[config.mk]
export PLATFORM = sky130hd
export DESIGN_NAME = ssc_sqrt_cell
export DESIGN_NICKNAME = d
export VERILOG_FILES = /design/src/hw/rtl/ssc_pkg.sv /design/src/hw/rtl/ssc_sqrt_cell.sv
export SDC_FILE = /design/constraint.sdc
export NUM_CORES = 1
export LEC_CHECK = 0
export ABC_AREA = 1
export BUFFER_PORTS_ARGS = -buffer_cell sky130_fd_sc_hd__buf_2
export CAP_MARGIN = 5
export CORE_AREA = 2 2 248 250
export CTS_CLUSTER_DIAMETER = 30
export DETAILED_ROUTE_END_ITERATION = 8
export DIE_AREA = 0 0 250 252
export GPL_ROUTABILITY_DRIVEN = 0
export MAX_ROUTING_LAYER = met4
export PLACE_DENSITY_LB_ADDON = 0.15
export SKIP_CTS_REPAIR_TIMING = 1
export SYNTH_ARGS = -nofsm -noshare
export SYNTH_HDL_FRONTEND = slang
export SYNTH_SLANG_ARGS = --single-unit
[constraint.sdc]
create_clock -name clock -period 2.16 [get_ports clock]
set_clock_uncertainty 0.05 [all_clocks]
set_input_delay 0 -clock clock [delete_from_list [all_inputs] [get_ports clock]]
set_output_delay 0 -clock clock [all_outputs]
set_load 0.02 [all_outputs]
[src/hw/rtl/ssc_pkg.sv]
// ---------------------------------------------------------------------------
// Sphere contact package
// Shared widths and the request record that moves along the cell chains.
// ---------------------------------------------------------------------------
package ssc_pkg;

   localparam int MAG_W    = 31;  // separation magnitude once the far test passes
   localparam int RADIUS_W = 30;
   localparam int RSUM_W   = 31;
   localparam int DIST_W   = 32;
   localparam int SQ_W     = 64;  // sum of squares and square-root work registers
   localparam int SQRT_STEPS = 32;
   localparam int LIMIT_W  = 16;
   localparam int NORMAL_W = 16;

   typedef struct packed {
      logic [2:0][MAG_W-1:0] mag;
      logic [2:0]            neg;
      logic                  far;
      logic [RADIUS_W-1:0]   r1;
      logic [RSUM_W-1:0]     rsum;
      logic [DIST_W-1:0]     sep_len;
      logic                  hit;
      logic                  near;
   } item_type;

endpackage

[src/hw/rtl/ssc_sqrt_cell.sv]
// ---------------------------------------------------------------------------
// Square-root cell
// One digit step of the integer square root; fixed trial bit per position.
// ---------------------------------------------------------------------------
module ssc_sqrt_cell #(
   parameter int STEP = 0
) (
   input  logic                          clock,
   input  logic                          adv,
   input  ssc_pkg::item_type             item_i,
   input  logic [ssc_pkg::SQ_W-1:0]      s_i,
   input  logic [ssc_pkg::SQ_W-1:0]      r_i,
   output ssc_pkg::item_type             item_o,
   output logic [ssc_pkg::SQ_W-1:0]      s_o,
   output logic [ssc_pkg::SQ_W-1:0]      r_o
);
   localparam logic [ssc_pkg::SQ_W-1:0] TRIAL =
      ssc_pkg::SQ_W'(1) << (ssc_pkg::SQ_W - 2 - 2 * STEP);

   ssc_pkg::item_type          item_ff;
   logic [ssc_pkg::SQ_W-1:0]   s_ff, s_in, r_ff, r_in, t;

   always_comb begin
      t = r_i + TRIAL;
      if (s_i >= t) begin
         s_in = s_i - t;
         r_in = (r_i >> 1) + TRIAL;
      end else begin
         s_in = s_i;
         r_in = r_i >> 1;
      end
   end

   always_ff @(posedge clock) begin
      if (adv) begin
         item_ff <= item_i;
         s_ff    <= s_in;
         r_ff    <= r_in;
      end
   end

   assign item_o = item_ff;
   assign s_o    = s_ff;
   assign r_o    = r_ff;
endmodule

==> flow_metrics.env, run 1 <==
export IMPL_slew_limit_headroom=0.692
export IMPL_startpoint_type="primary input"
export IMPL_clkSinkCount=320
export IMPL_leakagePower_uw=0.0147
export IMPL_drive_gt1_frac=0.318
export IMPL_synth_most_common_cell="nand2_1"
export IMPL_endpoint_kind="register"
export IMPL_synthXorXnorAreaFrac=0.0168
export IMPL_drtIter0Drc=1004
export IMPL_grt_max_degree=78
export IMPL_htreeDepth=3
export IMPL_gr_total_overflow=0
export IMPL_synthToLayoutAreaGrowth_pct=71.9
export IMPL_wl_per_cell_um=18.3
export IMPL_postSynthCellCount=1904
export IMPL_rsz0062_at_grt="no"
export IMPL_worstMarginPinSlew_ns=0.461
export IMPL_cts_tree="yes"
export IMPL_routed_via_count=17200
export IMPL_synth_edf_count=320
export IMPL_slew_violations=0
export IMPL_rows=90
export IMPL_period_minus_slack_ns=2.06
export IMPL_synthTopCellsByCount="762 x nand2_1, 401 x inv_1, 320 x edfxtp_1, 112 x nor2_1, 79 x nand3_1"
export IMPL_outcome="finished, violations left"
export IMPL_placement_cell_area_um2=22700
export IMPL_core_region_area_um2=60100
export IMPL_violations="negative hold slack"
export IMPL_fill_cells=5752
export IMPL_worst_setup_path_type="primary input to register"
export IMPL_hold_viol_final=5
export IMPL_max_cap_violations=0
export IMPL_cts_inserted_buffers=83
export IMPL_io_buffers=641
export IMPL_powerDensity_nw_per_um2=888
export IMPL_routed_wl_um=73600
export IMPL_worstPathArrival_ns=2.37
export IMPL_yosys_cell_types_count=29
export IMPL_fin_area_um2=28700
export IMPL_clk_pin_slew_ns=0.04
export IMPL_vias_per_cell=4.27
export IMPL_netlist_area_um2=16700
export IMPL_dr_pass1_iters=5
export IMPL_finalPower_uw=25500
export IMPL_clk_path_buf_depth=3
export IMPL_nNetsFinal=3557
export IMPL_crit_fanout=20
export IMPL_synth_top_family_by_area="simple AND/OR/NAND/NOR gates"
export IMPL_final_antenna_net_count=0
export IMPL_crit_start="s_i[61]"
export IMPL_hp_class="primary input to register"
export IMPL_vdd_drop_max_mv=0.567
export IMPL_min_from="r_i[1]"
export IMPL_timing_hold_ws_ns=-0.0221
export IMPL_die_height_um=252
export IMPL_fin_util=0.478
export IMPL_synth_area_leader_cell="edfxtp_1"
export IMPL_fmax_mhz=486
export IMPL_grt_pass1_wl_um=101000
export IMPL_route_detailed_drc=0
export IMPL_cp_required_ns=2.47
export IMPL_synth_compound_area_frac=0.0158
export IMPL_fin_crit_sh=0.954
export IMPL_setup_viol=0
export IMPL_antenna_found_initial=5
export IMPL_ctsRootBufferMaster="clkbuf_16"
export IMPL_seq_area_frac_synth=0.575
export IMPL_synth_area_leaders="edfxtp_1 57%, nand2_1 17%, inv_1 9.0%"
export IMPL_syn_num_nets=2291
export IMPL_hpwl_um=58400
export IMPL_ys_flop_type="edfxtp_1"
export IMPL_die_area_um2=63000
export IMPL_yosys_warnings=0
export IMPL_synthAdderAreaFrac=0.0491
export IMPL_yosysTopAreaCellShare=0.575
export IMPL_synth_avg_cell_area_um2=8.78
export IMPL_synthArstFlopShare=0
export IMPL_synth_mux_area_frac=0
export IMPL_synth_seq_cells=320
export IMPL_track_usage=0.223
export IMPL_ios=642
export IMPL_die_w_um=250
export IMPL_initial_core_util=0.278
export IMPL_grt_pass1_vias=16100
export IMPL_synth_simple_gate_area_frac=0.246
## per-layer routing
| metal | share of wire | track usage | vias up |
|---|---|---|---|
| met3 | 0.052 | 0.0458 | 103 |
| met5 | 0 | - | - |
| met4 | 0.029 | 0.0754 | 0 |
| li1 | - | - | 8524 |
| met2 | 0.53 | 0.410 | 577 |
| met1 | 0.39 | 0.238 | 7962 |
## registers in the layout, summed over array words and instances, names as in the netlist
signal  flops
item_o    192
s_o        64
r_o        64
## layout make-up
type                       instances  area (um^2)  share of cell area
multi-input combinational       1164         5480               0.191
antenna                            1         2.50           0.0000871
clock inverter                    50          686              0.0239
timing repair buffer            1194         8290               0.288
sequential                       320         9610               0.334
clock buffer                     101         2170              0.0754
tap                              782          978              0.0340
inverter                         407         1530              0.0532
## layout by cell type (no fill, tap or decap), types with 2 or more instances in the layout
cell / instances
buf_2: 640
edfxtp_1: 320
nand4_1: 20
clkinv_2: 12
clkbuf_16: 84
dlygate4sd3_1: 322
and2_1: 2
buf_12: 9
nor2_2: 7
nand2_1: 762
nand3_2: 11
nor3_2: 3
bufinv_16: 13
nand2_4: 2
nor4_1: 3
nand2_2: 6
o21ai_0: 7
ha_1: 64
xor2_1: 30
inv_2: 5
nor2_1: 112
clkbuf_1: 17
inv_1: 401
a21oi_1: 43
clkinvlp_4: 5
clkinv_1: 13
nor3_1: 7
xnor2_1: 2
inv_16: 4
nand3_1: 79
clkinv_16: 2
buf_4: 222
## through the flow
| step | hold WS [ns] | instances | worst slack [ns] | setup TNS, ns |
|---|---|---|---|---|
| floorplan | 0.0489 | 1904 | 0.126 | 0 |
| CTS | -0.545 | 3696 | 0.399 | 0 |
| detailed placement | 0.128 | 3545 | -0.246 | -13.72 |
| global route | 0.00143 | 4019 | 0.00554 | 0 |
| global placement | 0.128 | 3545 | -0.203 | -11.85 |
| finish | -0.0221 | 4019 | 0.100 | 0 |
## critical path: stages
cell	delay (ns)
dlygate4sd3_1	0.55
buf_2	0.14
ha_1	0.32
a21oi_1	0.20
o21ai_0	0.12
a21oi_1	0.15
nand2_1	0.14
nor2_1	0.21
nand2_4	0.14
buf_12	0.19
nand3_1	0.12
nand2_1	0.07
## cell families after synthesis
group	Yosys count
fa+ha+maj	65
flops	320
xor+xnor	32
simple gates	1015
buf+inv	420
compound gates	52
## worst paths after layout
kind / endpoint / cells past startpoint
max: s_o[55]$_DFFE_PP_ / 12
min: s_o[1]$_DFFE_PP_ / 5
## power by group
group / leakage (uW) / switching (uW) / internal, uW / total (uW)
clock network: 0.00137 / 3890 / 8670 / 12600
logic: 0.0102 / 3100 / 2090 / 5190
registers: 0.00313 / 183 / 7570 / 7760
total: 0.0147 / 7180 / 18300 / 25500
No activity file was read; power rests on OpenSTA's default activity.
==> run 2, diff against run 1 <==
--- a/config.mk
+++ b/config.mk
@@ -5,13 +5,12 @@
 export SDC_FILE = /design/constraint.sdc
 export NUM_CORES = 1
 export LEC_CHECK = 0
-export ABC_AREA = 1
 export BUFFER_PORTS_ARGS = -buffer_cell sky130_fd_sc_hd__buf_2
 export CAP_MARGIN = 5
-export CORE_AREA = 2 2 248 250
+export CORE_AREA = 2 2 249 251
 export CTS_CLUSTER_DIAMETER = 30
 export DETAILED_ROUTE_END_ITERATION = 8
-export DIE_AREA = 0 0 250 252
+export DIE_AREA = 0 0 251 253
 export GPL_ROUTABILITY_DRIVEN = 0
 export MAX_ROUTING_LAYER = met4
 export PLACE_DENSITY_LB_ADDON = 0.15
==> run 2 against run 1 <==
Compared with the run above: the run ends with negative hold slack, negative setup slack left; wire length is 17% lower; global-route usage is 4.6 points lower; first-iteration DRC count is 43% lower; clock power is 3% lower; die area is 0.80% higher; synthesized cell count is 43% lower; worst setup slack worse by 0.38 ns; sequential share of layout area is 1.6 points higher; via count is 19% lower.
==> flow_metrics.env, run 2 <==
export IMPL_dr_pass1_iters=4
export IMPL_max_cap_violations=0
export IMPL_synth_most_common_cell="edfxtp_1"
export IMPL_rows=91
export IMPL_synthToLayoutAreaGrowth_pct=90.9
export IMPL_clk_pin_slew_ns=0.04
export IMPL_route_detailed_drc=0
export IMPL_synth_seq_cells=320
export IMPL_syn_num_nets=1464
export IMPL_crit_fanout=5
export IMPL_routed_wl_um=60800
export IMPL_slew_violations=0
export IMPL_cp_required_ns=2.47
export IMPL_netlist_area_um2=14400
export IMPL_clk_path_buf_depth=3
export IMPL_period_minus_slack_ns=2.44
export IMPL_slew_limit_headroom=0.560
export IMPL_layout_common_cells="632 x buf_2, 320 x edfxtp_1, 315 x dlygate4sd3_1"
export IMPL_synth_avg_cell_area_um2=13.3
export IMPL_drtIter0Drc=571
export IMPL_cts_tree="yes"
export IMPL_worstHoldPathCells=3
export IMPL_hold_end="s_o[0]$_DFFE_PP_"
export IMPL_worst_setup_path_type="primary input to register"
export IMPL_io_buffers=641
export IMPL_yosys_cell_types_count=58
export IMPL_initial_core_util=0.236
export IMPL_hold_viol_final=5
export IMPL_nNetsFinal=2769
export IMPL_powerDensity_nw_per_um2=906
export IMPL_violations="negative hold slack, negative setup slack"
export IMPL_yosysTopAreaCellShare=0.668
export IMPL_synth_edf_count=320
export IMPL_synthArstFlopShare=0
export IMPL_rsz0062_at_grt="yes"
export IMPL_vias_per_cell=4.27
export IMPL_startpoint_type="primary input"
export IMPL_multi_input_area_um2=4900
export IMPL_seq_area_frac_synth=0.668
export IMPL_slowest_delay_ns=0.46
export IMPL_routed_via_count=13900
export IMPL_antenna_found_initial=15
export IMPL_cts_inserted_buffers=81
export IMPL_grt_pass1_vias=13300
export IMPL_synthTopCellsByCount="320 x edfxtp_1, 111 x a21oi_1, 82 x nor2_1, 78 x inv_1, 64 x ha_1"
export IMPL_finalPower_uw=24900
export IMPL_leakagePower_uw=0.0123
export IMPL_fill_cells=5783
export IMPL_track_usage=0.177
export IMPL_grt_busiest_layer="met2"
export IMPL_drive_gt1_frac=0.480
export IMPL_fin_crit_sh=1.13
export IMPL_yosys_warnings=0
export IMPL_worst_slack_ns=-0.281
export IMPL_grt_pass1_wl_um=81400
export IMPL_postSynthCellCount=1077
export IMPL_core_region_area_um2=61000
export IMPL_mostFrequentLayoutCell="buf_2"
export IMPL_die_w_um=251
export IMPL_min_from="s_i[0]"
export IMPL_die_area_um2=63500
export IMPL_outcome="finished, violations left"
export IMPL_endpoint_kind="register"
export IMPL_hpwl_um=46300
export IMPL_worstPathCellList="buf_6 > ha_4 > fa_2 > nand2b_4 > a21oi_4 > o41ai_4 > nor4bb_4 > nor3_2 > o21ai_2 > o41ai_4 > buf_6 > or4b_4 > a21oi_2 > nor3_1"
export IMPL_vdd_drop_max_mv=0.571
export IMPL_worstPathArrival_ns=2.75
export IMPL_place_ws_ns=-1.09
export IMPL_setup_viol=63
export IMPL_fin_util=0.450
export IMPL_hp_class="primary input to register"
export IMPL_synth_area_leaders="edfxtp_1 67%, ha_1 5.6%, a21oi_1 3.9%"
export IMPL_final_antenna_net_count=0
export IMPL_grt_max_degree=63
export IMPL_timing_hold_ws_ns=-0.306
export IMPL_ios=642
export IMPL_use_met2=0.318
export IMPL_clkSinkCount=320
export IMPL_crit_start="r_i[0]"
export IMPL_gr_total_overflow=0
export IMPL_largest_reg_flops=192
export IMPL_ys_flop_type="edfxtp_1"
export IMPL_regArea_um2=9610
export IMPL_worstMarginPinSlew_ns=0.661
export IMPL_grt_met1_usage=0.178
export IMPL_tns_ns=-6.61
export IMPL_wl_per_cell_um=18.7
export IMPL_synth_area_leader_cell="edfxtp_1"
export IMPL_fmax_mhz=410
export IMPL_die_height_um=253
export IMPL_cp_slowest_cell="or4b_4"
export IMPL_ctsRootBufferMaster="clkbuf_16"
export IMPL_use_met3=0.0645
export IMPL_htreeDepth=3
-- run 2: per-layer routing --
layer  up-vias  wire, um  share of wire
met5         -         0              0
met4         0      1670          0.027
met3        97      4130          0.068
met2       470     31900           0.52
met1      6622     23100           0.38
li1       6685         -              -
-- run 2: metrics by stage --
stage	instance area (um^2)	std cells
floorplan	14500	1077
global route	27400	3247
global placement	20800	2758
detailed placement	20800	2758
finish	27400	3247
CTS	23600	2906
-- run 2: critical path: cells and delay by family --
family	cells	cell delay, ns
and+or+nand+nor	5	1.07
buffers and inverters	2	0.27
adders and majority gates	2	0.53
AOI/OAI and AO/OA	5	0.88
-- run 2: area by class of cell --
type / count / area share
multi-input cells: 642 / 0.178
diodes: 10 / 0.000912
clock buffers: 90 / 0.0751
well taps: 790 / 0.0360
clock inverters: 58 / 0.0258
inverters: 78 / 0.0112
repair buffers: 1259 / 0.322
flip-flops and latches: 320 / 0.350
-- run 2: power by group --
part | switching (uW) | internal [uW] | total [uW] | leakage, uW
logic | 2680 | 2300 | 4980 | 0.00785
clock network | 4020 | 8140 | 12200 | 0.00133
registers | 162 | 7560 | 7720 | 0.00313
total | 6860 | 18000 | 24900 | 0.0123
-- run 2: logic make-up (layout without fill, tap and decap cells) --
family	count (synthesis)	in the layout	synth area share
XOR/XNOR	56	56	0.0341
flip-flops	320	320	0.668
other	0	10	0
adder cells (fa/ha/maj)	65	65	0.0571
AND/OR/NAND/NOR	234	234	0.0789
multiplexers	15	15	0.0117
buffers and inverters	115	1485	0.0311
AO/OA/AOI/OAI	272	272	0.119
-- run 2: worst max path at each step --
| stage | cells after the start | slack [ns] | to |
|---|---|---|---|
| after floorplan | 12 | -0.49 | s_o[60]$_DFFE_PP_ |
| after global placement | 14 | -1.07 | s_o[59]$_DFFE_PP_ |
| after detailed placement | 14 | -1.09 | s_o[59]$_DFFE_PP_ |
| after CTS | 14 | -0.44 | s_o[59]$_DFFE_PP_ |
| after global routing | 14 | -0.37 | s_o[60]$_DFFE_PP_ |
| final | 14 | -0.28 | s_o[60]$_DFFE_PP_ |
