==> config.mk <==
export PLATFORM = sky130hd
export DESIGN_NAME = ssc_div_cell
export DESIGN_NICKNAME = d
export VERILOG_FILES = /design/src/hw/rtl/ssc_pkg.sv /design/src/hw/rtl/ssc_div_cell.sv
export SDC_FILE = /design/constraint.sdc
export NUM_CORES = 1
export LEC_CHECK = 0
export ABC_AREA = 1
export BUFFER_PORTS_ARGS = -buffer_cell sky130_fd_sc_hd__buf_4
export CORE_AREA = 2 2 300 302
export CTS_CLUSTER_DIAMETER = 40
export DETAILED_ROUTE_END_ITERATION = 8
export DIE_AREA = 0 0 302 304
export PLACE_DENSITY = 0.46
export SLEW_MARGIN = 5
export SYNTH_ARGS = -nofsm -noshare
export SYNTH_HDL_FRONTEND = slang
export SYNTH_SLANG_ARGS = --single-unit
export TNS_END_PERCENT = 50
==> constraint.sdc <==
create_clock -name clock -period 2.7 [get_ports clock]
set_input_delay 0.135 -clock clock [delete_from_list [all_inputs] [get_ports clock]]
set_output_delay 0.135 -clock clock [all_outputs]
set_load 0.01 [all_outputs]
==> src/hw/rtl/ssc_pkg.sv <==
// ---------------------------------------------------------------------------
// Sphere contact package
// Shared widths and the request record that moves along the cell chains.
// ---------------------------------------------------------------------------
package ssc_pkg;

   localparam int MAG_W    = 31;  // separation magnitude once the far test passes
   localparam int RADIUS_W = 30;
   localparam int RSUM_W   = 31;
   localparam int DIST_W   = 32;
   localparam int SQ_W     = 64;  // sum of squares and square-root work registers
   localparam int SQRT_STEPS = 32;
   localparam int LIMIT_W  = 16;
   localparam int NORMAL_W = 16;

   typedef struct packed {
      logic [2:0][MAG_W-1:0] mag;
      logic [2:0]            neg;
      logic                  far;
      logic [RADIUS_W-1:0]   r1;
      logic [RSUM_W-1:0]     rsum;
      logic [DIST_W-1:0]     sep_len;
      logic                  hit;
      logic                  near;
   } item_type;

endpackage

==> src/hw/rtl/ssc_div_cell.sv <==
// ---------------------------------------------------------------------------
// Divide cell
// One restoring quotient bit for each of the three normal components.
// ---------------------------------------------------------------------------
module ssc_div_cell #(
   parameter int FRAC = 15,
   parameter int STEP = 15
) (
   input  logic                              clock,
   input  logic                              adv,
   input  ssc_pkg::item_type                 item_i,
   input  logic [2:0][ssc_pkg::DIST_W+FRAC-1:0] rem_i,
   input  logic [2:0][FRAC:0]                q_i,
   output ssc_pkg::item_type                 item_o,
   output logic [2:0][ssc_pkg::DIST_W+FRAC-1:0] rem_o,
   output logic [2:0][FRAC:0]                q_o
);
   localparam int NW = ssc_pkg::DIST_W + FRAC;

   ssc_pkg::item_type      item_ff;
   logic [2:0][NW-1:0]     rem_ff, rem_in;
   logic [2:0][FRAC:0]     q_ff, q_in;
   logic [NW-1:0]          dsh;

   always_comb begin
      dsh = NW'(item_i.sep_len) << STEP;
      for (int i = 0; i < 3; i++) begin
         rem_in[i] = rem_i[i];
         q_in[i]   = q_i[i];
         if (rem_i[i] >= dsh) begin
            rem_in[i]     = rem_i[i] - dsh;
            q_in[i][STEP] = 1'b1;
         end
      end
   end

   always_ff @(posedge clock) begin
      if (adv) begin
         item_ff <= item_i;
         rem_ff  <= rem_in;
         q_ff    <= q_in;
      end
   end

   assign item_o = item_ff;
   assign rem_o  = rem_ff;
   assign q_o    = q_ff;
endmodule

==> results of run 1 <==
[cells in the mapped netlist]
| library cell | count | share of area, % |
|---|---|---|
| sky130_fd_sc_hd__a21oi_1 | 54 | 1.3 |
| sky130_fd_sc_hd__and2_1 | 21 | 0.63 |
| sky130_fd_sc_hd__and3_1 | 4 | 0.12 |
| sky130_fd_sc_hd__buf_2 | 5 | 0.12 |
| sky130_fd_sc_hd__buf_4 | 5 | 0.18 |
| sky130_fd_sc_hd__buf_6 | 11 | 0.60 |
| sky130_fd_sc_hd__edfxtp_1 | 381 | 55 |
| sky130_fd_sc_hd__fa_1 | 3 | 0.29 |
| sky130_fd_sc_hd__ha_1 | 96 | 5.8 |
| sky130_fd_sc_hd__inv_1 | 429 | 7.7 |
| sky130_fd_sc_hd__inv_2 | 2 | 0.036 |
| sky130_fd_sc_hd__nand2_1 | 890 | 16 |
| sky130_fd_sc_hd__nand2_2 | 4 | 0.12 |
| sky130_fd_sc_hd__nand2_4 | 1 | 0.054 |
| sky130_fd_sc_hd__nand3_1 | 172 | 4.1 |
| sky130_fd_sc_hd__nand3_2 | 6 | 0.29 |
| sky130_fd_sc_hd__nand3_4 | 1 | 0.084 |
| sky130_fd_sc_hd__nand3b_1 | 12 | 0.43 |
| sky130_fd_sc_hd__nand4_1 | 27 | 0.81 |
| sky130_fd_sc_hd__nor2_1 | 151 | 2.7 |
| sky130_fd_sc_hd__nor2_2 | 4 | 0.12 |
| sky130_fd_sc_hd__nor3_1 | 28 | 0.67 |
| sky130_fd_sc_hd__o21ai_0 | 4 | 0.096 |
| sky130_fd_sc_hd__o21ai_1 | 11 | 0.26 |
| sky130_fd_sc_hd__o21bai_1 | 9 | 0.32 |
| sky130_fd_sc_hd__or2_2 | 3 | 0.090 |
| sky130_fd_sc_hd__xor2_1 | 45 | 1.9 |
[state kept, by name, summed over array words and instances, names as in the netlist]
signal / count
item_o: 192
rem_o: 141
q_o: 48
[layout make-up]
class / instances / area share (%)
Inverter: 431 / 4.642
Sequential cell: 381 / 32.83
Clock buffer: 85 / 5.554
Tap cell: 1176 / 4.222
Clock inverter: 47 / 1.583
Antenna cell: 1 / 0.007181
Multi-Input combinational cell: 1546 / 21.66
Timing Repair Buffer: 1213 / 29.50
[logic make-up after synthesis]
group	synth area share, %
AND/OR/NAND/NOR	26.36
AO/OA/AOI/OAI	1.986
buffers and inverters	8.676
adder cells (fa/ha/maj)	6.065
XOR/XNOR	1.895
flip-flops	55.02
[critical path: cells and delay by family]
family                   cells  cell delay, ps
adder cells (fa/ha/maj)      1             220
AND/OR/NAND/NOR              8             790
buffers and inverters        8            1720
[through the flow]
step | hold WS [ps] | instance area, um^2
3_3_place_gp | 313.0 | 28550
2_1_floorplan | 233.9 | 20790
6_report | 179.3 | 34850
5_1_grt | 168.9 | 34850
3_5_place_dp | 314.3 | 28550
4_1_cts | 143.0 | 34850
[power groups by stage]
| stage | Combinational (W) | Sequential [W] | Clock (W) |
|---|---|---|---|
| floorplan | 0.00163 | 0.00778 | 0 |
| global placement | 0.00433 | 0.00753 | 0 |
| detailed placement | 0.00432 | 0.00753 | 0 |
| CTS | 0.00483 | 0.00743 | 0.00949 |
| global route | 0.00522 | 0.00748 | 0.00976 |
| finish | 0.00478 | 0.00743 | 0.00925 |
[metal layers]
layer | global-route usage, % | routed length [um] | vias up
met5 | 0 | 7 | -
met4 | 8.980 | 4336 | 2
met3 | 4.341 | 5940 | 176
met2 | 35.50 | 46810 | 700
met1 | 22.35 | 36220 | 9448
li1 | - | - | 10190
[worst paths after layout]
| kind | from | endpoint |
|---|---|---|
| worst max-delay path | item_i[27] | rem_o[117]$_DFFE_PP_ |
| worst min-delay path | rem_i[109] | rem_o[109]$_DFFE_PP_ |
[timing repair]
action,CTS,global route
hold buffers,381,0
setup buffers,0,0
hold endpoints to repair,414,0
==> results, run 1 <==
- The clock root buffer is sky130_fd_sc_hd__clkbuf_16.
- The height of the die is 304 um.
- The cell count of the worst hold path is 4.
- The number of clock buffers inserted by TritonCTS is 73.
- After legalization and detailed placement, the total HPWL measured 75860 um.
- The worst relative slew slack is 61.60%.
- The global-route usage over all layers is 19.85%.
- The post-synthesis net count is 2861.
- The critical path goes through dlygate4sd3_1 -> buf_4 -> inv_1 -> buf_4 -> ha_1 -> nand2_1 -> inv_1 -> nand2_1 -> inv_1 -> nand2_1 -> nor2_1 -> nand3_1 -> nand3_1 -> inv_1 -> buf_4 -> nand3_1 -> nand2_1.
- The number of max-slew violations in the final report was 0.
- In this run, the combinational gates consume 22.3% of the power.
- Registers take 11440 um^2.
- Internal power comes to 0.01540 W.
- The vias per cell is 4.204.
- For this run the aggregate overflow at the end of global routing stands at 0.
- The maximum resistive drop on vdd is 0.0005104 V.
- The worst setup slack before clock tree synthesis is 97.75 ps.
- The level count of the clock H-tree is 3.
- The count of unique library cells instantiated by Yosys is 27.
- For this run, the post-layout net count is 4128.
- Setup violations remaining at the end of the flow were counted as 0.
- In the final routed layout, each cell accounts on average for 19.12 um.
- The final sum of negative setup slack is 0 ps.
- The achievable frequency is 395.9 MHz.
- The initial antenna violation count was 10.
- Of all nets on the critical path, the largest fanout is 15.
- The first global-routing pass estimated 133900 um of wire.
- The clock tree from TritonCTS is built.
- The cell at the slowest stage of the critical path is sky130_fd_sc_hd__dlygate4sd3_1.
- The core occupancy in the finished layout is 39.14%.
- The tightest min-delay check is of the in2reg type.
- The clock period could shrink to 2526 ps.
- The sequential group share of total power is 34.6%.
- The finished layout holds 4880 standard cells, fillers aside.
- The count of final hold-check violations is 0.
- Setup repair after global routing left no endpoint under its margin.
- The maximum buffer depth of the clock tree is 3.
- The worst setup margin is 174.2 ps.
- For the pin with the worst max-slew slack, the measured transition is 576.0 ps.
- The number of DRC markers in iteration 0 is 1138.
- Power spread over the standard cell area amounts to 615.6 nW/um^2.
- Across all layers, the routed design uses 20520 vias.
- The iteration count of the initial detailed-routing pass is 5.
- The remaining antenna violation count after routing is 0.
- Entering global routing, the biggest net connects 89 pins.
- The total placed cells including tap cells is 4366.
- The element type at the critical path start is an input port.
- The multi-input logic area is 7550 um^2.
- After detailed routing, the number of remaining DRC violations is 0.
- The data arrival time at the worst-slack endpoint is 2880 ps.
- The average instance area after synthesis is 8.741 um^2.
- Across the run, the number of max-cap violations was 0.
- Of the synthesized area, sequential elements account for 55.02%.
- For this design the top-level I/O count stands at 764.
- The starting density of the core is 23.35%.
- The final estimated routing congestion in global placement is 0.9354.
- In the layout the commonest cells are sky130_fd_sc_hd__nand2_1 (890), sky130_fd_sc_hd__buf_4 (814), sky130_fd_sc_hd__inv_1 (429).
- After clock tree synthesis, the repair step resized 0 gates.
- After detailed routing, the total wire length is 93310 um.
- The switching power of the nets is 0.006054 W.
- The worst stage delay on the critical path is 550 ps.
- The switching fraction of total power is 28.22%.
- At the worst endpoint, the required time is 3060 ps.
- The number of synthesized register bits is 381.
- CTS saw 381 sinks.
- The flow ran to the end, and the final reports show no timing, DRC or antenna violations.
- After layout, the worst path uses 93.55% of the clock period.
- After filler insertion, the fill cell instance count of the layout stands at 9010.
- The power share of the clock group is 43.1%.
- The ratio of cells with drive above 1 in the final layout is 26.01%.
- From left edge to right edge, the die measures 302 um.
- Compared with the post-synthesis result, the final layout area differs by 67.59%.
- The number of buffers added on ports is 763.
- The most common cell after layout, fill and taps aside is sky130_fd_sc_hd__nand2_1.
- The area of the core is 89050 um^2.
- Summed over all cells, the static leakage comes to 16.96 nW.
- Counting every instance in the synthesized netlist gives 2379.
- Summing internal, switching and leakage power gives 0.02145 W.
- The floorplan step defined a die boundary enclosing 91810 um^2.
- The register clock-pin slew on the reported worst setup and hold paths is 50 ps.
- Yosys printed 0 warnings.
- The via count of the first global-routing pass is 21020.
- The initialized floorplan defines 110 standard-cell rows.
- The sort of element at the end of the critical path is a flip-flop.
- The critical path is of the in2reg type.
- The combined area of all synthesized cells is 20790 um^2.
Note: power is estimated with default switching activity, not from simulation.
==> run 2, diff against run 1 <==
- CELL_PAD_IN_SITES_DETAIL_PLACEMENT: not set -> 1
- CELL_PAD_IN_SITES_GLOBAL_PLACEMENT: not set -> 2
- CORE_AREA: 2 2 300 302 -> 2 2 296 298
- DIE_AREA: 0 0 302 304 -> 0 0 298 300
- HOLD_SLACK_MARGIN: not set -> 0.06
- PLACE_DENSITY: 0.46 -> 0.72
==> results, run 2 (synthesized netlist as in run 1, its figures left out) <==
- The area growth from synthesis to final layout is 69.77% (was 67.59%).
- The count of standard-cell rows is 108 (was 110).
- The final-report setup violation count came to 0 (unchanged).
- The number of clock buffers inserted by TritonCTS came to 78 (was 73).
- The clock tree from TritonCTS was built (unchanged).
- The horizontal die dimension is 298 um (was 302 um).
- The global-route wire length before repair was 165000 um (was 133900 um).
- The vias per cell came to 4.375 (was 4.204).
- The clock period minus final worst setup slack came to 2580 ps (was 2526 ps).
- The switching fraction of total power is 30.03% (was 28.22%).
- The data arrival time at the worst-slack endpoint was 2920 ps (was 2880 ps).
- The power share of the clock group is 44.8% (was 43.1%).
- The most numerous cell on the critical path is sky130_fd_sc_hd__nand2_1.
- The cell at the slowest stage of the critical path was sky130_fd_sc_hd__dlygate4sd3_1 (unchanged).
- The most common cell after layout, fill and taps aside is sky130_fd_sc_hd__nand2_1 (unchanged).
- The largest net degree at the start of global routing is 64 (was 89).
- The worst stage delay on the critical path is 630 ps (was 550 ps).
- Run status: completed (unchanged).
- The worst path buffer plus inverter count was 4 (was 8).
- The final sum of negative setup slack came to 0 ps (unchanged).
- The maximum resistive drop on vdd is 0.0004172 V (was 0.0005104 V).
- The height of the die was 300 um (was 304 um).
- Ordered list of cells on the worst path: dlygate4sd3_1 -> buf_4 -> clkinvlp_4 -> ha_4 -> nand2_1 -> nor2_2 -> nand2_1 -> nor2_1 -> nand3_1 -> nand3_4 -> buf_12 -> o21ai_0 (was dlygate4sd3_1 -> buf_4 -> inv_1 -> buf_4 -> ha_1 -> nand2_1 -> inv_1 -> nand2_1 -> inv_1 -> nand2_1 -> nor2_1 -> nand3_1 -> nand3_1 -> inv_1 -> buf_4 -> nand3_1 -> nand2_1).
- The sequential group share of total power is 32.8% (was 34.6%).
- The final estimated routing congestion in global placement is 0.8994 (was 0.9354).
- Highest-count cells in the layout ignoring fill and taps: sky130_fd_sc_hd__nand2_1 (890), sky130_fd_sc_hd__buf_4 (801), sky130_fd_sc_hd__inv_1 (424) (was sky130_fd_sc_hd__nand2_1 (890), sky130_fd_sc_hd__buf_4 (814), sky130_fd_sc_hd__inv_1 (429)).
- The sort of element at the end of the critical path is a flip-flop (unchanged).
- The number of max-slew violations in the final report was 0 (unchanged).
- The final wirelength is 118000 um (was 93310 um).
- The standby leakage power is 17.10 nW (was 16.96 nW).
- The path type of the worst setup path is in2reg (unchanged).
- The global-route congestion overflow total was 0 (unchanged).
- The number of nets in the final layout is 4131 (was 4128).
- The sum of net half-perimeters after detailed placement is 92860 um (was 75860 um).
- The overall die area was 89400 um^2 (was 91810 um^2).
- The element type at the critical path start was an input port (unchanged).
- The transition time at the pin with the least slew margin is 754.6 ps (was 576.0 ps).
- The global-route usage over all layers came to 25.72% (was 19.85%).
- The total I/O pin count is 764 (unchanged).
- The part of the cycle the worst path needs came to 95.56% (was 93.55%).
- The area of all placed cells without fillers came to 35300 um^2 (was 34850 um^2).
- The cell-internal power was 0.01596 W (was 0.01540 W).
- The iteration count of the initial detailed-routing pass is 5 (unchanged).
- The number of flip-flops under the largest register name was 192 (unchanged).
- The switching power of the nets was 0.006849 W (was 0.006054 W).
- The multi-input logic area came to 7630 um^2 (was 7550 um^2).
- The destination of the worst hold path is q_o[0]$_DFFE_PP_ (was rem_o[109]$_DFFE_PP_).
- The count of final hold-check violations is 0 (unchanged).
- The cell count of the worst hold path is 2 (was 4).
- The detailed-route via count was 21340 (was 20520).
- The via count of the first global-routing pass is 22340 (was 21020).
- The total placed cells including tap cells is 4337 (was 4366).
- The register clock-pin slew on the reported worst setup and hold paths is 50 ps (about the same).
- The ratio of cells with drive above 1 in the final layout came to 26.70% (was 26.01%).
- The depth of the critical timing path with buffers and inverters included is 12 (was 17).
- The required time of the critical path came to 3040 ps (was 3060 ps).
- The per-cell routed wire length came to 24.18 um (was 19.12 um).
- The max-capacitance violation count is 0 (unchanged).
- The kind of path behind the tightest hold check was in2reg (unchanged).
- The level count of the clock H-tree was 3 (unchanged).
- The achievable frequency is 387.6 MHz (was 395.9 MHz).
- The initial antenna violation count is 16 (was 10).
- RSZ-0062 raised after global routing: true (was false).
- The area of the core is 86210 um^2 (was 89050 um^2).
- The fraction of power consumed by combinational cells is 22.4% (was 22.3%).
- The maximum buffer depth of the clock tree came to 3 (unchanged).
- The clock root buffer is sky130_fd_sc_hd__clkbuf_16 (unchanged).
- The sequential standard cell area was 11440 um^2 (unchanged).
- The number of buffers added on ports is 763 (unchanged).
- The starting density of the core came to 24.12% (was 23.35%).
- The number of DRC violations after detailed routing is 0 (unchanged).
- The final standard cell count with taps included and fillers excluded came to 4879 (was 4880).
- The post-place instance area is 28530 um^2 (was 28550 um^2).
- The critical hold path startpoint is q_i[0] (was rem_i[109]).
- The number of clock sinks seen by CTS is 381 (unchanged).
- The family of cells with the greatest summed delay on the critical path is buffers and inverters (unchanged).
- The remaining antenna violation count after routing is 0 (unchanged).
- The core occupancy in the finished layout is 40.95% (was 39.14%).
- The number of fillers in the final layout was 10000 (was 9010).
- The total power divided by cell area was 646.0 nW/um^2 (was 615.6 nW/um^2).
- The number of DRC markers in iteration 0 was 1485 (was 1138).
- The first element of the critical path is item_i[17] (was item_i[27]).
- The worst relative slew slack is 49.69% (was 61.60%).
- The top fanout value on the critical path came to 33 (was 15).
-- run 2: cell count changes in the layout (fill, tap and decap cells not counted), sizes merged --
cell,delta
clkinvlp,+1
bufinv,+3
dlygate4sd3,+1
clkbuf,+1
diode,+11
dlymetal6s4s,+1
buf,-4
inv,-4
clkinv,+10
-- run 2: repair_timing --
action | in CTS | in global routing
hold buffers | 382 | 1
endpoints found under the hold margin | 400 | 1
setup buffers | 0 | 4
gates resized for setup | 0 | 27
endpoints found under the setup margin | 0 | 53
-- run 2: area by class of cell --
cell class | instances | share of cell area (%)
timing repair buffer | 1211 | 29.37
inverter | 431 | 4.636
clock buffer | 86 | 5.614
multi-input combinational | 1546 | 21.61
sequential | 381 | 32.41
antenna | 12 | 0.08506
tap | 1155 | 4.094
clock inverter | 57 | 2.183
-- run 2: layer usage --
layer | track usage (%) | part of all wire, %
met5 | 0 | 0.0093
met4 | 11.41 | 4.6
met3 | 4.133 | 4.7
met2 | 45.69 | 50
met1 | 30.57 | 40
-- run 2: power groups by stage --
stage | Clock [W] | Combinational (W) | Sequential, W
final | 0.0102 | 0.00510 | 0.00749
after global routing | 0.0107 | 0.00550 | 0.00753
after CTS | 0.0104 | 0.00506 | 0.00748
after detailed placement | 0 | 0.00454 | 0.00757
after global placement | 0 | 0.00451 | 0.00758
after floorplan | 0 | 0.00163 | 0.00778
-- run 2: worst max path at each step --
stage | slack, ps | end
2_1_floorplan | 680 | q_o[31]$_SDFFCE_PP1P_
3_3_place_gp | 110 | rem_o[127]$_DFFE_PP_
3_5_place_dp | 60 | rem_o[70]$_DFFE_PP_
4_1_cts | 90 | rem_o[68]$_DFFE_PP_
5_1_grt | -30 | rem_o[37]$_DFFE_PP_
6_report | 120 | rem_o[68]$_DFFE_PP_
-- run 2: through the flow --
step | hold slack (ps) | setup WS [ps] | power [W]
after floorplan | 233.9 | 678.3 | 0.009404
after global placement | 313.0 | 107.0 | 0.01209
after detailed placement | 314.2 | 56.47 | 0.01212
after CTS | 144.3 | 91.71 | 0.02293
after global routing | 180.8 | -33.23 | 0.02368
final | 198.2 | 119.8 | 0.02281
==> run 3, diff against run 2 <==
- HOLD_SLACK_MARGIN: 0.06 -> 0.03
- SETUP_SLACK_MARGIN: not set -> 0.15
==> results, run 3 (synthesized netlist as in run 1, its figures left out) <==
- Run status: completed (unchanged).
- The vias per cell was 4.370 (was 4.375).
- The area growth from synthesis to final layout is 72.05% (was 69.77%).
- The number of DRC markers in iteration 0 is 1487 (was 1485).
- The part of the cycle the worst path needs was 91.57% (was 95.56%).
- The total I/O pin count is 764 (unchanged).
- The via count of the first global-routing pass was 22330 (was 22340).
- Highest-count cells in the layout ignoring fill and taps: sky130_fd_sc_hd__nand2_1 (881), sky130_fd_sc_hd__buf_4 (805), sky130_fd_sc_hd__inv_1 (417) (was sky130_fd_sc_hd__nand2_1 (890), sky130_fd_sc_hd__buf_4 (801), sky130_fd_sc_hd__inv_1 (424)).
- The ratio of cells with drive above 1 in the final layout came to 28.30% (was 26.70%).
- The cell at the slowest stage of the critical path was sky130_fd_sc_hd__dlygate4sd3_1 (unchanged).
- The remaining antenna violation count after routing is 0 (unchanged).
- The element type at the critical path start is an input port (unchanged).
- The initial antenna violation count is 15 (was 16).
- The level count of the clock H-tree is 3 (unchanged).
- The maximum resistive drop on vdd is 0.0004171 V (was 0.0004172 V).
- The number of flip-flops under the largest register name came to 192 (unchanged).
- RSZ-0062 raised after global routing: true (unchanged).
- The global-route usage over all layers is 25.70% (was 25.72%).
- The largest net degree at the start of global routing is 64 (unchanged).
- The family of cells with the greatest summed delay on the critical path is buffers and inverters (unchanged).
- The final wirelength came to 118500 um (was 118000 um).
- The detailed-route via count came to 21360 (was 21340).
- The clock tree from TritonCTS is built (unchanged).
- The global-route wire length before repair is 164900 um (was 165000 um).
- The top fanout value on the critical path is 16 (was 33).
- The number of DRC violations after detailed routing was 0 (unchanged).
- The final standard cell count with taps included and fillers excluded is 4888 (was 4879).
- The worst slack on hold paths is 61.72 ps (was 198.2 ps).
- The final estimated routing congestion in global placement is 0.8994 (unchanged).
- The height of the die is 300 um (unchanged).
- The worst setup margin is 227.5 ps (was 119.8 ps).
- The achievable frequency came to 404.5 MHz (was 387.6 MHz).
- The standby leakage power is 17.18 nW (was 17.10 nW).
- The iteration count of the initial detailed-routing pass was 5 (unchanged).
- The number of clock sinks seen by CTS was 381 (unchanged).
- The horizontal die dimension was 298 um (unchanged).
- The worst setup slack before clock tree synthesis was 56.47 ps (unchanged).
- Ordered list of cells on the worst path: dlygate4sd3_1 -> buf_4 -> clkinvlp_4 -> ha_1 -> nand2_1 -> nor2_1 -> nand2_2 -> nor2_1 -> nand3_2 -> nand3_4 -> clkbuf_16 -> o21ai_0 (was dlygate4sd3_1 -> buf_4 -> clkinvlp_4 -> ha_4 -> nand2_1 -> nor2_2 -> nand2_1 -> nor2_1 -> nand3_1 -> nand3_4 -> buf_12 -> o21ai_0).
- The data arrival time at the worst-slack endpoint came to 2820 ps (was 2920 ps).
- The sum of net half-perimeters after detailed placement is 92860 um (unchanged).
- The clock root buffer is sky130_fd_sc_hd__clkbuf_16 (unchanged).
- The kind of path behind the tightest hold check is in2reg (unchanged).
- The max-capacitance violation count was 0 (unchanged).
- The area of the core is 86210 um^2 (unchanged).
- The global-route congestion overflow total is 0 (unchanged).
- The sort of element at the end of the critical path is a flip-flop (unchanged).
- The worst relative slew slack came to 49.36% (was 49.69%).
- The starting density of the core came to 24.12% (unchanged).
- The required time of the critical path was 3050 ps (was 3040 ps).
- The clock period minus final worst setup slack is 2472 ps (was 2580 ps).
- The per-cell routed wire length came to 24.24 um (was 24.18 um).
- The number of max-slew violations in the final report is 0 (unchanged).
- The total placed cells including tap cells is 4337 (unchanged).
- The worst stage delay on the critical path is 530 ps (was 630 ps).
- The overall die area was 89400 um^2 (unchanged).
- The final-report setup violation count is 0 (unchanged).
- The number of nets in the final layout came to 4143 (was 4131).
- The maximum buffer depth of the clock tree is 3 (unchanged).
- The path type of the worst setup path is in2reg (unchanged).
- The worst path buffer plus inverter count is 4 (unchanged).
- The transition time at the pin with the least slew margin is 759.6 ps (was 754.6 ps).
- The total power divided by cell area was 640.6 nW/um^2 (was 646.0 nW/um^2).
- The count of final hold-check violations is 0 (unchanged).
- The most common cell after layout, fill and taps aside is sky130_fd_sc_hd__nand2_1 (unchanged).
- The final sum of negative setup slack is 0 ps (unchanged).
- The number of buffers added on ports is 763 (unchanged).
- The post-route total power is 0.02292 W (was 0.02281 W).
- The count of standard-cell rows is 108 (unchanged).
- The most numerous cell on the critical path is sky130_fd_sc_hd__nor2_1 (was sky130_fd_sc_hd__nand2_1).
- The register clock-pin slew on the reported worst setup and hold paths is 40 ps (was 50 ps).
- The number of clock buffers inserted by TritonCTS is 78 (unchanged).
==> run 3: metrics by stage <==
| stage | cell area (um^2) | utilization (%) |
|---|---|---|
| after floorplan | 20790 | - |
| after global placement | 28530 | 33.10 |
| after detailed placement | 28530 | 33.10 |
| after CTS | 35100 | 40.71 |
| after global routing | 35770 | 41.49 |
| final | 35780 | 41.50 |
==> run 3: path summary, 6_finish.rpt <==
check,from,end,slack (ps),depth (start not counted)
worst min-delay path,adv,item_o[30]$_DFFE_PP_,60,1
worst max-delay path,item_i[12],rem_o[70]$_DFFE_PP_,230,12
==> run 3: area by class of cell <==
class                      count  area (um^2)
clock inverter                57        770.7
tap                         1155         1445
sequential                   381        11440
multi-input combinational   1547         7886
clock buffer                  86         1982
timing repair buffer        1222        10570
fill                        9969        50430
antenna                        9        22.52
inverter                     431         1659
==> run 3: report_power, final <==
group / internal [W] / switching, W / total (W) / leakage, nW
clock network: 0.00655 / 0.00365 / 0.0102 / 1.33
logic: 0.00227 / 0.00295 / 0.00523 / 12.1
registers: 0.00721 / 0.000278 / 0.00749 / 3.73
==> run 3: per-layer routing <==
metal  track usage, %  share of wire [%]  vias to the layer above
li1                 -                  -                    10220
met1            30.62                 40                    10220
met4            10.95                4.4                        2
met2            45.94                 51                      738
met3            3.931                4.9                      174
met5                0             0.0093                        -
==> run 3: what timing repair did <==
action	4_1_cts	5_1_grt
setup buffers	0	13
resized for setup	0	86
hold endpoints to repair	381	1
setup endpoints to repair	0	78
hold buffers	381	1
